### src/rtl/svsd_pkg.sv
// Shared types and constants for the servo status reply deframer.
// No dependencies; imported by the parser, emitter, checker and top level.
package svsd_pkg;

    localparam int unsigned DATA_MAX_DEF = 32;
    localparam int unsigned CMD_DEPTH    = 2;
    localparam int unsigned OUT_DEPTH    = 4;

    localparam logic [7:0]  HDR_BYTE     = 8'hFF;
    localparam int unsigned MIN_FRAME    = 6;
    localparam int unsigned LEN_MIN      = 2;
    localparam int unsigned LEN_OVERHEAD = 4;

    localparam logic KIND_BYTE = 1'b0;
    localparam logic KIND_END  = 1'b1;

    localparam logic [2:0] ST_OK       = 3'd0;
    localparam logic [2:0] ST_FAULT    = 3'd1;
    localparam logic [2:0] ST_SHORT    = 3'd2;
    localparam logic [2:0] ST_HEADER   = 3'd3;
    localparam logic [2:0] ST_CHECKSUM = 3'd4;

    // Verdict handed from the parser to the emitter.
    typedef struct packed {
        logic [2:0] status;
        logic [7:0] servo_id;
        logic [7:0] servo_error;
        logic [7:0] data_count;
        logic [5:0] copy_count;
    } cmd_t;

    // One result word as it leaves the block.
    typedef struct packed {
        logic [2:0] status;
        logic [7:0] servo_id;
        logic [7:0] servo_error;
        logic [7:0] data_count;
        logic       data_valid;
        logic [5:0] data_index;
        logic [7:0] data_byte;
        logic       is_last;
    } result_t;

endpackage

### src/rtl/svsd_ram.sv
// Generic single-write, single-read RAM with registered read data.
// No dependencies.
module svsd_ram #(
    parameter int WIDTH = 8,
    parameter int DEPTH = 32,
    localparam int AW = (DEPTH > 1) ? $clog2(DEPTH) : 1
) (
    input  logic             clk,
    input  logic             wr_en,
    input  logic [AW-1:0]    wr_addr,
    input  logic [WIDTH-1:0] wr_data,
    input  logic             rd_en,
    input  logic [AW-1:0]    rd_addr,
    output logic [WIDTH-1:0] rd_data
);

    logic [WIDTH-1:0] mem_reg [DEPTH];
    logic [WIDTH-1:0] rd_data_reg;

    always_ff @(posedge clk)
    begin
        if (wr_en)
        begin
            mem_reg[wr_addr] <= wr_data;
        end
        if (rd_en)
        begin
            rd_data_reg <= mem_reg[rd_addr];
        end
    end

    assign rd_data = rd_data_reg;

endmodule

### src/rtl/svsd_fifo.sv
// Small register FIFO used for the verdict queue and the result buffer.
// No dependencies.
module svsd_fifo #(
    parameter int WIDTH = 8,
    parameter int DEPTH = 2,
    localparam int CW = $clog2(DEPTH + 1)
) (
    input  logic             clk,
    input  logic             rst_n,
    input  logic             wr_en,
    input  logic [WIDTH-1:0] wr_data,
    input  logic             rd_en,
    output logic [WIDTH-1:0] rd_data,
    output logic             empty,
    output logic             full,
    output logic [CW-1:0]    count
);

    localparam int PW = (DEPTH > 1) ? $clog2(DEPTH) : 1;

    logic [WIDTH-1:0] mem_reg [DEPTH];
    logic [PW-1:0]    wr_ptr_reg, wr_ptr_next;
    logic [PW-1:0]    rd_ptr_reg, rd_ptr_next;
    logic [CW-1:0]    count_reg, count_next;
    logic             do_wr, do_rd;

    assign do_wr = wr_en && !full;
    assign do_rd = rd_en && !empty;

    always_comb
    begin
        wr_ptr_next = wr_ptr_reg;
        rd_ptr_next = rd_ptr_reg;
        count_next  = count_reg;
        if (do_wr)
        begin
            wr_ptr_next = (wr_ptr_reg == PW'(DEPTH - 1)) ? '0 : PW'(wr_ptr_reg + 1'b1);
        end
        if (do_rd)
        begin
            rd_ptr_next = (rd_ptr_reg == PW'(DEPTH - 1)) ? '0 : PW'(rd_ptr_reg + 1'b1);
        end
        if (do_wr && !do_rd)
        begin
            count_next = CW'(count_reg + 1'b1);
        end
        else if (do_rd && !do_wr)
        begin
            count_next = CW'(count_reg - 1'b1);
        end
    end

    always_ff @(posedge clk or negedge rst_n)
    begin
        if (!rst_n)
        begin
            wr_ptr_reg <= '0;
            rd_ptr_reg <= '0;
            count_reg  <= '0;
        end
        else
        begin
            wr_ptr_reg <= wr_ptr_next;
            rd_ptr_reg <= rd_ptr_next;
            count_reg  <= count_next;
        end
    end

    always_ff @(posedge clk)
    begin
        if (do_wr)
        begin
            mem_reg[wr_ptr_reg] <= wr_data;
        end
    end

    assign rd_data = mem_reg[rd_ptr_reg];
    assign empty   = (count_reg == '0);
    assign full    = (count_reg == CW'(DEPTH));
    assign count   = count_reg;

endmodule

### src/rtl/svsd_front.sv
// Byte parser: tracks the frame, stores payload bytes, issues one verdict per frame.
// Depends on svsd_pkg.
module svsd_front
    import svsd_pkg::*;
#(
    parameter int DATA_MAX = DATA_MAX_DEF,
    localparam int AW = (DATA_MAX > 1) ? $clog2(DATA_MAX) : 1
) (
    input  logic          clk,
    input  logic          rst_n,
    input  logic          push,
    output logic          full,
    input  logic          kind,
    input  logic [7:0]    rx_byte,
    output logic          cmd_push,
    output cmd_t          cmd_data,
    input  logic          cmd_full,
    output logic          ram_we,
    output logic [AW-1:0] ram_waddr,
    output logic [7:0]    ram_wdata,
    input  logic          ram_release
);

    logic [8:0] pos_reg, pos_next;
    logic       done_reg, done_next;
    logic       hdr_bad_reg, hdr_bad_next;
    logic [7:0] id_reg, id_next;
    logic [7:0] len_reg, len_next;
    logic [7:0] err_reg, err_next;
    logic [7:0] sum_reg, sum_next;
    logic       ram_busy_reg, ram_busy_next;
    logic       accept;
    logic [8:0] data_pos;
    logic [8:0] cks_pos;
    logic [7:0] ndata;
    logic [5:0] copy_n;

    // Hold off input while the verdict queue is full, and new frames while the emitter still reads the last payload.
    assign full   = cmd_full || (ram_busy_reg && !done_reg);
    assign accept = push && !full;

    assign data_pos = 9'(pos_reg - 9'(MIN_FRAME - 1));
    assign cks_pos  = 9'(9'(len_reg) + 9'(LEN_OVERHEAD - 1));
    assign ndata    = 8'(len_reg - 8'(LEN_MIN));
    assign copy_n   = (ndata < 8'(DATA_MAX)) ? ndata[5:0] : 6'(DATA_MAX);

    always_comb
    begin
        pos_next      = pos_reg;
        done_next     = done_reg;
        hdr_bad_next  = hdr_bad_reg;
        id_next       = id_reg;
        len_next      = len_reg;
        err_next      = err_reg;
        sum_next      = sum_reg;
        ram_busy_next = ram_busy_reg;
        cmd_push      = 1'b0;
        cmd_data      = '0;
        ram_we        = 1'b0;
        ram_waddr     = data_pos[AW-1:0];
        ram_wdata     = rx_byte;

        if (ram_release)
        begin
            ram_busy_next = 1'b0;
        end

        if (accept)
        begin
            if (kind == KIND_END)
            begin
                if (!done_reg)
                begin
                    cmd_push        = 1'b1;
                    cmd_data.status = ST_SHORT;
                end
                pos_next     = '0;
                done_next    = 1'b0;
                hdr_bad_next = 1'b0;
                id_next      = '0;
                len_next     = '0;
                err_next     = '0;
                sum_next     = '0;
            end
            else if (!done_reg)
            begin
                pos_next = 9'(pos_reg + 9'd1);
                if (pos_reg < 9'd2)
                begin
                    if (rx_byte != HDR_BYTE)
                    begin
                        hdr_bad_next = 1'b1;
                    end
                end
                else if (pos_reg < 9'(MIN_FRAME - 1))
                begin
                    if (pos_reg == 9'd2)
                    begin
                        id_next = rx_byte;
                    end
                    else if (pos_reg == 9'd3)
                    begin
                        len_next = rx_byte;
                    end
                    else
                    begin
                        err_next = rx_byte;
                    end
                    sum_next = 8'(sum_reg + rx_byte);
                end
                else if (pos_reg == 9'(MIN_FRAME - 1) &&
                         (hdr_bad_reg || len_reg < 8'(LEN_MIN)))
                begin
                    done_next       = 1'b1;
                    cmd_push        = 1'b1;
                    cmd_data.status = hdr_bad_reg ? ST_HEADER : ST_SHORT;
                end
                else if (pos_reg == cks_pos)
                begin
                    done_next = 1'b1;
                    cmd_push  = 1'b1;
                    if (~sum_reg != rx_byte)
                    begin
                        cmd_data.status = ST_CHECKSUM;
                    end
                    else
                    begin
                        cmd_data.status      = (err_reg != '0) ? ST_FAULT : ST_OK;
                        cmd_data.servo_id    = id_reg;
                        cmd_data.servo_error = err_reg;
                        cmd_data.data_count  = ndata;
                        cmd_data.copy_count  = copy_n;
                        if (copy_n != '0)
                        begin
                            ram_busy_next = 1'b1;
                        end
                    end
                end
                else
                begin
                    if (data_pos < 9'(DATA_MAX))
                    begin
                        ram_we = 1'b1;
                    end
                    sum_next = 8'(sum_reg + rx_byte);
                end
            end
        end
    end

    always_ff @(posedge clk or negedge rst_n)
    begin
        if (!rst_n)
        begin
            pos_reg      <= '0;
            done_reg     <= 1'b0;
            hdr_bad_reg  <= 1'b0;
            id_reg       <= '0;
            len_reg      <= '0;
            err_reg      <= '0;
            sum_reg      <= '0;
            ram_busy_reg <= 1'b0;
        end
        else
        begin
            pos_reg      <= pos_next;
            done_reg     <= done_next;
            hdr_bad_reg  <= hdr_bad_next;
            id_reg       <= id_next;
            len_reg      <= len_next;
            err_reg      <= err_next;
            sum_reg      <= sum_next;
            ram_busy_reg <= ram_busy_next;
        end
    end

endmodule

### src/rtl/svsd_back.sv
// Emitter: expands each verdict into result words, reading payload from the RAM.
// Depends on svsd_pkg.
module svsd_back
    import svsd_pkg::*;
#(
    parameter int DATA_MAX = DATA_MAX_DEF,
    localparam int AW = (DATA_MAX > 1) ? $clog2(DATA_MAX) : 1,
    localparam int OCW = $clog2(OUT_DEPTH + 1)
) (
    input  logic           clk,
    input  logic           rst_n,
    input  logic           cmd_empty,
    input  cmd_t           cmd_head,
    output logic           cmd_pop,
    output logic           ram_re,
    output logic [AW-1:0]  ram_raddr,
    input  logic [7:0]     ram_rdata,
    output logic           ram_release,
    output logic           out_push,
    output result_t        out_data,
    input  logic [OCW-1:0] out_count
);

    logic       active_reg, active_next;
    cmd_t       cur_reg, cur_next;
    logic [5:0] idx_reg, idx_next;
    logic       s1_valid_reg;
    result_t    s1_item_reg, s1_item_next;
    cmd_t       src;
    logic [5:0] src_idx;
    logic       can_issue, issue, has_data, last;

    // Leave room in the result buffer for the word still in the read stage.
    assign can_issue = (OCW'(out_count) + OCW'(s1_valid_reg)) < OCW'(OUT_DEPTH);

    assign src      = active_reg ? cur_reg : cmd_head;
    assign src_idx  = active_reg ? idx_reg : '0;
    assign issue    = (active_reg || !cmd_empty) && can_issue;
    assign has_data = (src.copy_count != '0);
    assign last     = !has_data || (7'(src_idx) + 7'd1 == 7'(src.copy_count));

    assign cmd_pop     = issue && !active_reg;
    assign ram_re      = issue && has_data;
    assign ram_raddr   = src_idx[AW-1:0];
    assign ram_release = issue && has_data && last;

    always_comb
    begin
        active_next  = active_reg;
        cur_next     = cur_reg;
        idx_next     = idx_reg;
        s1_item_next = s1_item_reg;
        if (issue)
        begin
            s1_item_next.status      = src.status;
            s1_item_next.servo_id    = src.servo_id;
            s1_item_next.servo_error = src.servo_error;
            s1_item_next.data_count  = src.data_count;
            s1_item_next.data_valid  = has_data;
            s1_item_next.data_index  = has_data ? src_idx : '0;
            s1_item_next.data_byte   = '0;
            s1_item_next.is_last     = last;
            if (last)
            begin
                active_next = 1'b0;
            end
            else
            begin
                active_next = 1'b1;
                cur_next    = src;
                idx_next    = 6'(src_idx + 6'd1);
            end
        end
    end

    always_ff @(posedge clk or negedge rst_n)
    begin
        if (!rst_n)
        begin
            active_reg   <= 1'b0;
            s1_valid_reg <= 1'b0;
        end
        else
        begin
            active_reg   <= active_next;
            s1_valid_reg <= issue;
        end
    end

    always_ff @(posedge clk)
    begin
        cur_reg     <= cur_next;
        idx_reg     <= idx_next;
        s1_item_reg <= s1_item_next;
    end

    // Merge the registered RAM data into the word as it enters the buffer.
    always_comb
    begin
        out_data = s1_item_reg;
        if (s1_item_reg.data_valid)
        begin
            out_data.data_byte = ram_rdata;
        end
    end

    assign out_push = s1_valid_reg;

endmodule

### src/rtl/servo_status_reply_deframer_unit.sv
// Top level of the servo status reply deframer: parser, verdict queue, emitter,
// payload RAM and result buffer. Depends on svsd_pkg, svsd_front, svsd_fifo, svsd_ram and svsd_back.
//
//   channel  | handshake          | words
//   ---------+--------------------+-----------------------------------------------
//   input    | push / full        | kind, rx_byte
//   result   | empty / pop        | status, servo_id, servo_error, data_count,
//            |                    | data_valid, data_index, data_byte, is_last
//
// The parser takes one input word per cycle while full is low. A verdict becomes
// 1 result word, or one word per copied payload byte, leaving at one word per cycle
// while the result buffer has room; the RAM's single read port and registered read
// set that pace. The first word passes the verdict queue, read stage and result buffer.
// While a payload is still being read out, a new frame's bytes are held off (full high).
// Reset is asynchronous; it clears the parser, queues and emitter; no RAM sweep.
module servo_status_reply_deframer_unit
    import svsd_pkg::*;
#(
    parameter int DATA_MAX = DATA_MAX_DEF
) (
    input  logic       clk,
    input  logic       rst_n,
    input  logic       push,
    output logic       full,
    input  logic       kind,
    input  logic [7:0] rx_byte,
    output logic       empty,
    input  logic       pop,
    output logic [2:0] status,
    output logic [7:0] servo_id,
    output logic [7:0] servo_error,
    output logic [7:0] data_count,
    output logic       data_valid,
    output logic [5:0] data_index,
    output logic [7:0] data_byte,
    output logic       is_last
);

    localparam int AW   = (DATA_MAX > 1) ? $clog2(DATA_MAX) : 1;
    localparam int CCW  = $clog2(CMD_DEPTH + 1);
    localparam int OCW  = $clog2(OUT_DEPTH + 1);
    localparam int CMDW = $bits(cmd_t);
    localparam int OUTW = $bits(result_t);

    // Parser to verdict queue
    logic           cmd_push;
    cmd_t           cmd_wdata;
    logic           cmd_full;
    logic           cmd_empty;
    logic           cmd_pop;
    cmd_t           cmd_head;
    logic [CCW-1:0] cmd_count;

    // Payload RAM
    logic           ram_we;
    logic [AW-1:0]  ram_waddr;
    logic [7:0]     ram_wdata;
    logic           ram_re;
    logic [AW-1:0]  ram_raddr;
    logic [7:0]     ram_rdata;
    logic           ram_release;

    // Emitter to result buffer
    logic           out_push;
    result_t        out_wdata;
    result_t        out_head;
    logic           out_full;
    logic [OCW-1:0] out_count;

    svsd_front #(
        .DATA_MAX(DATA_MAX)
    ) u_front (
        .clk        (clk),
        .rst_n      (rst_n),
        .push       (push),
        .full       (full),
        .kind       (kind),
        .rx_byte    (rx_byte),
        .cmd_push   (cmd_push),
        .cmd_data   (cmd_wdata),
        .cmd_full   (cmd_full),
        .ram_we     (ram_we),
        .ram_waddr  (ram_waddr),
        .ram_wdata  (ram_wdata),
        .ram_release(ram_release)
    );

    // Verdict queue: lets the parser run ahead of the emitter; a new frame's bytes still wait while a payload is read.
    svsd_fifo #(
        .WIDTH(CMDW),
        .DEPTH(CMD_DEPTH)
    ) u_cmd_q (
        .clk    (clk),
        .rst_n  (rst_n),
        .wr_en  (cmd_push),
        .wr_data(cmd_wdata),
        .rd_en  (cmd_pop),
        .rd_data(cmd_head),
        .empty  (cmd_empty),
        .full   (cmd_full),
        .count  (cmd_count)
    );

    svsd_ram #(
        .WIDTH(8),
        .DEPTH(DATA_MAX)
    ) u_payload (
        .clk    (clk),
        .wr_en  (ram_we),
        .wr_addr(ram_waddr),
        .wr_data(ram_wdata),
        .rd_en  (ram_re),
        .rd_addr(ram_raddr),
        .rd_data(ram_rdata)
    );

    svsd_back #(
        .DATA_MAX(DATA_MAX)
    ) u_back (
        .clk        (clk),
        .rst_n      (rst_n),
        .cmd_empty  (cmd_empty),
        .cmd_head   (cmd_head),
        .cmd_pop    (cmd_pop),
        .ram_re     (ram_re),
        .ram_raddr  (ram_raddr),
        .ram_rdata  (ram_rdata),
        .ram_release(ram_release),
        .out_push   (out_push),
        .out_data   (out_wdata),
        .out_count  (out_count)
    );

    // Result buffer: the emitter reserves space, so a push never meets a full buffer.
    svsd_fifo #(
        .WIDTH(OUTW),
        .DEPTH(OUT_DEPTH)
    ) u_out_q (
        .clk    (clk),
        .rst_n  (rst_n),
        .wr_en  (out_push),
        .wr_data(out_wdata),
        .rd_en  (pop),
        .rd_data(out_head),
        .empty  (empty),
        .full   (out_full),
        .count  (out_count)
    );

    assign status      = out_head.status;
    assign servo_id    = out_head.servo_id;
    assign servo_error = out_head.servo_error;
    assign data_count  = out_head.data_count;
    assign data_valid  = out_head.data_valid;
    assign data_index  = out_head.data_index;
    assign data_byte   = out_head.data_byte;
    assign is_last     = out_head.is_last;

endmodule

### config.mk
export PLATFORM = sky130hd
export DESIGN_NAME = servo_status_reply_deframer_unit
export DESIGN_NICKNAME = d
export VERILOG_FILES = /design/src/rtl/svsd_pkg.sv /design/src/rtl/svsd_ram.sv /design/src/rtl/svsd_fifo.sv /design/src/rtl/svsd_front.sv /design/src/rtl/svsd_back.sv /design/src/rtl/servo_status_reply_deframer_unit.sv
export SDC_FILE = /design/constraint.sdc
export NUM_CORES = 1
export LEC_CHECK = 0
export ABC_AREA = 1
export BUFFER_PORTS_ARGS = -buffer_cell sky130_fd_sc_hd__clkbuf_2
export CAP_MARGIN = 10
export CORE_AREA = 2 2 274 276
export CTS_CLUSTER_SIZE = 20
export DETAILED_ROUTE_END_ITERATION = 8
export DIE_AREA = 0 0 276 278
export SLEW_MARGIN = 20
export SYNTH_ARGS = -nofsm -noshare
export SYNTH_HDL_FRONTEND = slang
export SYNTH_SLANG_ARGS = --single-unit
### constraint.sdc
create_clock -name clk -period 13.7 [get_ports clk]
set_input_delay 2.74 -clock clk [delete_from_list [all_inputs] [get_ports clk]]
set_output_delay 2.74 -clock clk [all_outputs]
set_load 0.1 [all_outputs]
==> results summary <==
In this run the power density over the cells is 258.1 nW/um^2. Relative to the synthesized area, the layout overhead comes to 13.54%. The quantity of hold-fixing buffers added after cts is 0. STA puts the critical path data arrival time at 3.20 ns.

The leakage power figure came out at 10.26 nW. TritonCTS built the clock tree. After clock tree synthesis, the clock-pin slew on the worst setup and hold paths is 0.06 ns. The synthesized netlist devotes 10.71% of its cell area to compound gates. STA puts the critical path data required time at 10.96 ns. The total negative slack for setup checks is 0 ns. The XOR/XNOR share of the synthesized area is 0.7166%. By startpoint and endpoint, the worst setup path is classified as reg -> out. The height of the die is 278 um.

The Yosys step of the flow raised 0 warnings. In this run switching power makes up 42.74% of total power. The synthesized design contains 633 register bits.

The share of total power dissipated in the clock network is 23.0%. The switching power is 3.214 mW. STA classifies the critical path endpoint as an output port. Registers are responsible for 38.2% of the overall power. The combinational share of power came out at 38.8%. The placeable core region came out at 73,820 sq um. The actual transition at the worst max-transition pin came out at 1.031 ns. The site row count is 100. The worst setup path is launched from a flip-flop. Setup violations remaining at the end of the flow were counted as 0. The sequential fraction of the synthesis area is 72.95%. The number of top-level design ports is 58. The final reports fail on DRC. The post-layout instance count excluding filler cells came out at 3,096. The number of iterations in the first detailed-routing pass is 7. In the synthesized netlist, mux cells make up 0.04387% of the area.

The detail-routed via count per cell is 5.122. The via count of the first global-routing pass came out at 15.93k. The instance count of the mapped netlist is 2,022. The maximum level of the CTS H-tree came out at 3. The share of flip-flops with an asynchronous set or reset after synthesis came out at 9.005%. Among all flip-flop cells after synthesis, the most frequent one is sky130_fd_sc_hd__edfxtp_1.

The final weighted congestion in routability-driven placement came out at 0.8046. The flow ran to the end, but the final reports show violations. The min-delay analysis places its worst path in the category reg -> reg. Summing over every cut layer, the via total after detailed routing is 15.86k. The DRC violations left is 6. When the netlist entered floorplanning its net count stood at 2,061. The worst vdd rail ir drop came out at 170.5 uV. For the worst-skew pair, the clock arrives at the later sink with an insertion delay of 0.61 ns. The routed design could run at a clock period as short as 5.941 ns. In this run the horizontal extent of the chip is 276 um.

Once detail routing completed, the nets flagged for antenna violations numbered 0. The floorplan step defined a die boundary enclosing 76,730 sq um. The worst-case clock buffer depth is 3. Setup repair after global routing left no endpoint under its margin. The area taken by flip-flops and latches is 18,720 sq um. Between clock sinks in the finished design, the worst skew comes to 0.02976 ns. The final-report hold violation count is 0. The pin count of the biggest net entering global routing came out at 90. The total of fill cells in the finished design came out at 6,889. The net count of the finished layout is 2,117. The post-route netlist has 10.81% of its cells at a drive strength greater than 1. The final number of max-transition violations was 0.

Clock tree synthesis selected as its root buffer the cell sky130_fd_sc_hd__clkbuf_16. The overflow left after global routing is 0. After Yosys synthesis, full adders, half adders and majority gates account for 1.326% of the synthesized area. The final wirelength came out at 57,460 um. Summing the areas of all and, or, nand and nor instances in the mapped netlist gives 10.84% of the synthesized area.

The post-synthesis area per instance is 12.69 sq um. The initial core utilization came out at 34.77%. The tree built by TritonCTS fans out to 633 sinks.

The number of clock buffers added by TritonCTS is 67. The ratio of final minimum period to clock period came out at 43.36%. The number of antenna violations at the first check in global routing is 1. Along the worst path, the maximum fanout reaches 89. The HPWL reported at the end of detailed placement came out at 34,410 um.

The cell total after placement came out at 2,978. The area used by multi-input combinational logic came out at 6147 sq um. The post-synth design cell area is 25,670 sq um.

The headroom to the max-slew limit came out at 31.03%. The internal power consumption came out at 4.306 mW. By area, the combinational part of the netlist is dominated by simple AND/OR/NAND/NOR gates. The max-capacitance violation count is 0.

The global-route wire length before repair is 90,060 um. The maximum achievable frequency is 0.1683 GHz. The number of port buffers came out at 57. The post-CTS resize count came out at 0.

Dividing the detail-routed wire length by the instance count gives 18.56 um. The number of post-CTS setup repair buffers is 0. The flip-flop count of the largest register after layout came out at 256. The number of distinct library cells after synthesis is 52. The synthesized design contains 576 enable-type register cells. The total inserted antenna cells came out at 0.

The starting DRC count in detailed routing is 1,368. The global routing usage summed across all routing layers came out at 14.88%.
kinds of logic (layout without fill, tap and decap cells):
| group | count (synthesis) | in the layout |
|---|---|---|
| buf+inv | 216 | 321 |
| flops | 633 | 633 |
| simple gates | 654 | 654 |
| mux | 1 | 1 |
| fa+ha+maj | 26 | 26 |
| compound gates | 471 | 471 |
| xor+xnor | 21 | 21 |
power groups by stage:
stage | sequential [mW] | clock, mW | combinational, mW
detailed placement | 2.91 | 0 | 2.94
floorplan | 2.85 | 0 | 2.20
finish | 2.87 | 1.73 | 2.92
global route | 2.91 | 1.84 | 3.18
CTS | 2.87 | 1.77 | 2.95
global placement | 2.89 | 0 | 2.90
final timing paths:
path	startpoint	endpoint	slack (ns)	depth (start not counted)
min in group asynchronous	rst_n	u_out_q.wr_ptr_reg[1]	2.33	2
setup reg to reg	u_back.active_reg	u_back.cur_reg[30]	9.95	13
setup / recovery	u_out_q.rd_ptr_reg[0]	data_byte[1]	7.76	6
hold reg to reg	u_front.id_reg[0]	u_front.id_reg[0]	0.48	2
hold / removal	u_front.id_reg[0]	u_front.id_reg[0]	0.48	2
max in group asynchronous	rst_n	u_out_q.rd_ptr_reg[0]	10.80	2
worst max-delay path: stages (launching register included):
cell                       delay [ns]
sky130_fd_sc_hd__dfrtp_2         0.38
sky130_fd_sc_hd__buf_4           0.36
sky130_fd_sc_hd__inv_2           0.33
sky130_fd_sc_hd__buf_4           0.60
sky130_fd_sc_hd__o21ai_0         0.16
sky130_fd_sc_hd__o22ai_1         0.21
sky130_fd_sc_hd__clkbuf_2        0.50
layout make-up:
cell class | count | area share [%]
clock buffer | 87 | 6.157
inverter | 116 | 1.494
clock inverter | 31 | 1.022
multi-input combinational | 1173 | 21.09
timing repair buffer | 87 | 1.820
tap | 969 | 4.160
sequential | 633 | 64.25
per-layer routing:
metal | GRT usage (%) | up-vias | routed length [um]
li1 | - | 7449 | -
met1 | 20.13 | 7893 | 25100
met2 | 24.30 | 426 | 27800
met3 | 2.586 | 88 | 3293
met4 | 5.072 | 2 | 1259
met5 | 0 | - | 13
placed cells by master (no fill, tap or decap), types with 24 or more instances in the layout:
cell type and n:
sky130_fd_sc_hd__a21oi_1 71, sky130_fd_sc_hd__a221oi_1 53, sky130_fd_sc_hd__buf_4 29, sky130_fd_sc_hd__clkbuf_16 69, sky130_fd_sc_hd__clkbuf_2 56, sky130_fd_sc_hd__dfrtp_1 56, sky130_fd_sc_hd__edfxtp_1 576, sky130_fd_sc_hd__ha_1 24
sky130_fd_sc_hd__inv_1 106, sky130_fd_sc_hd__nand2_1 245, sky130_fd_sc_hd__nand3_1 59, sky130_fd_sc_hd__nand4_1 24, sky130_fd_sc_hd__nor2_1 276, sky130_fd_sc_hd__o21ai_0 239, sky130_fd_sc_hd__o22ai_1 45
cells in the mapped netlist, drive strengths merged (15+ instances only):
library cell | instances | area share (%)
a21oi | 74 | 1.5
a221oi | 53 | 1.8
buf | 32 | 0.71
clkbuf | 68 | 1.0
dfrtp | 57 | 5.6
edfxtp | 576 | 67
ha | 24 | 1.2
inv | 113 | 1.7
nand2 | 251 | 3.7
nand3 | 65 | 1.5
nand4 | 24 | 0.58
nor2 | 293 | 4.5
nor3 | 15 | 0.34
o21ai | 265 | 5.3
o22ai | 46 | 1.1
xor2 | 15 | 0.51
through the flow:
step	total power [mW]	area [sq um]	utilization [%]	hold WS, ns	setup WS (ns)
floorplan	5.049	25670	-	0.4412	8.275
global placement	5.789	27020	36.61	0.4687	8.007
finish	7.520	29140	39.48	0.4821	7.759
detailed placement	5.850	27050	36.64	0.4693	7.854
CTS	7.591	29140	39.48	0.4850	7.653
global route	7.938	29140	39.48	0.5149	7.447
(Power assumes the default switching activity.)
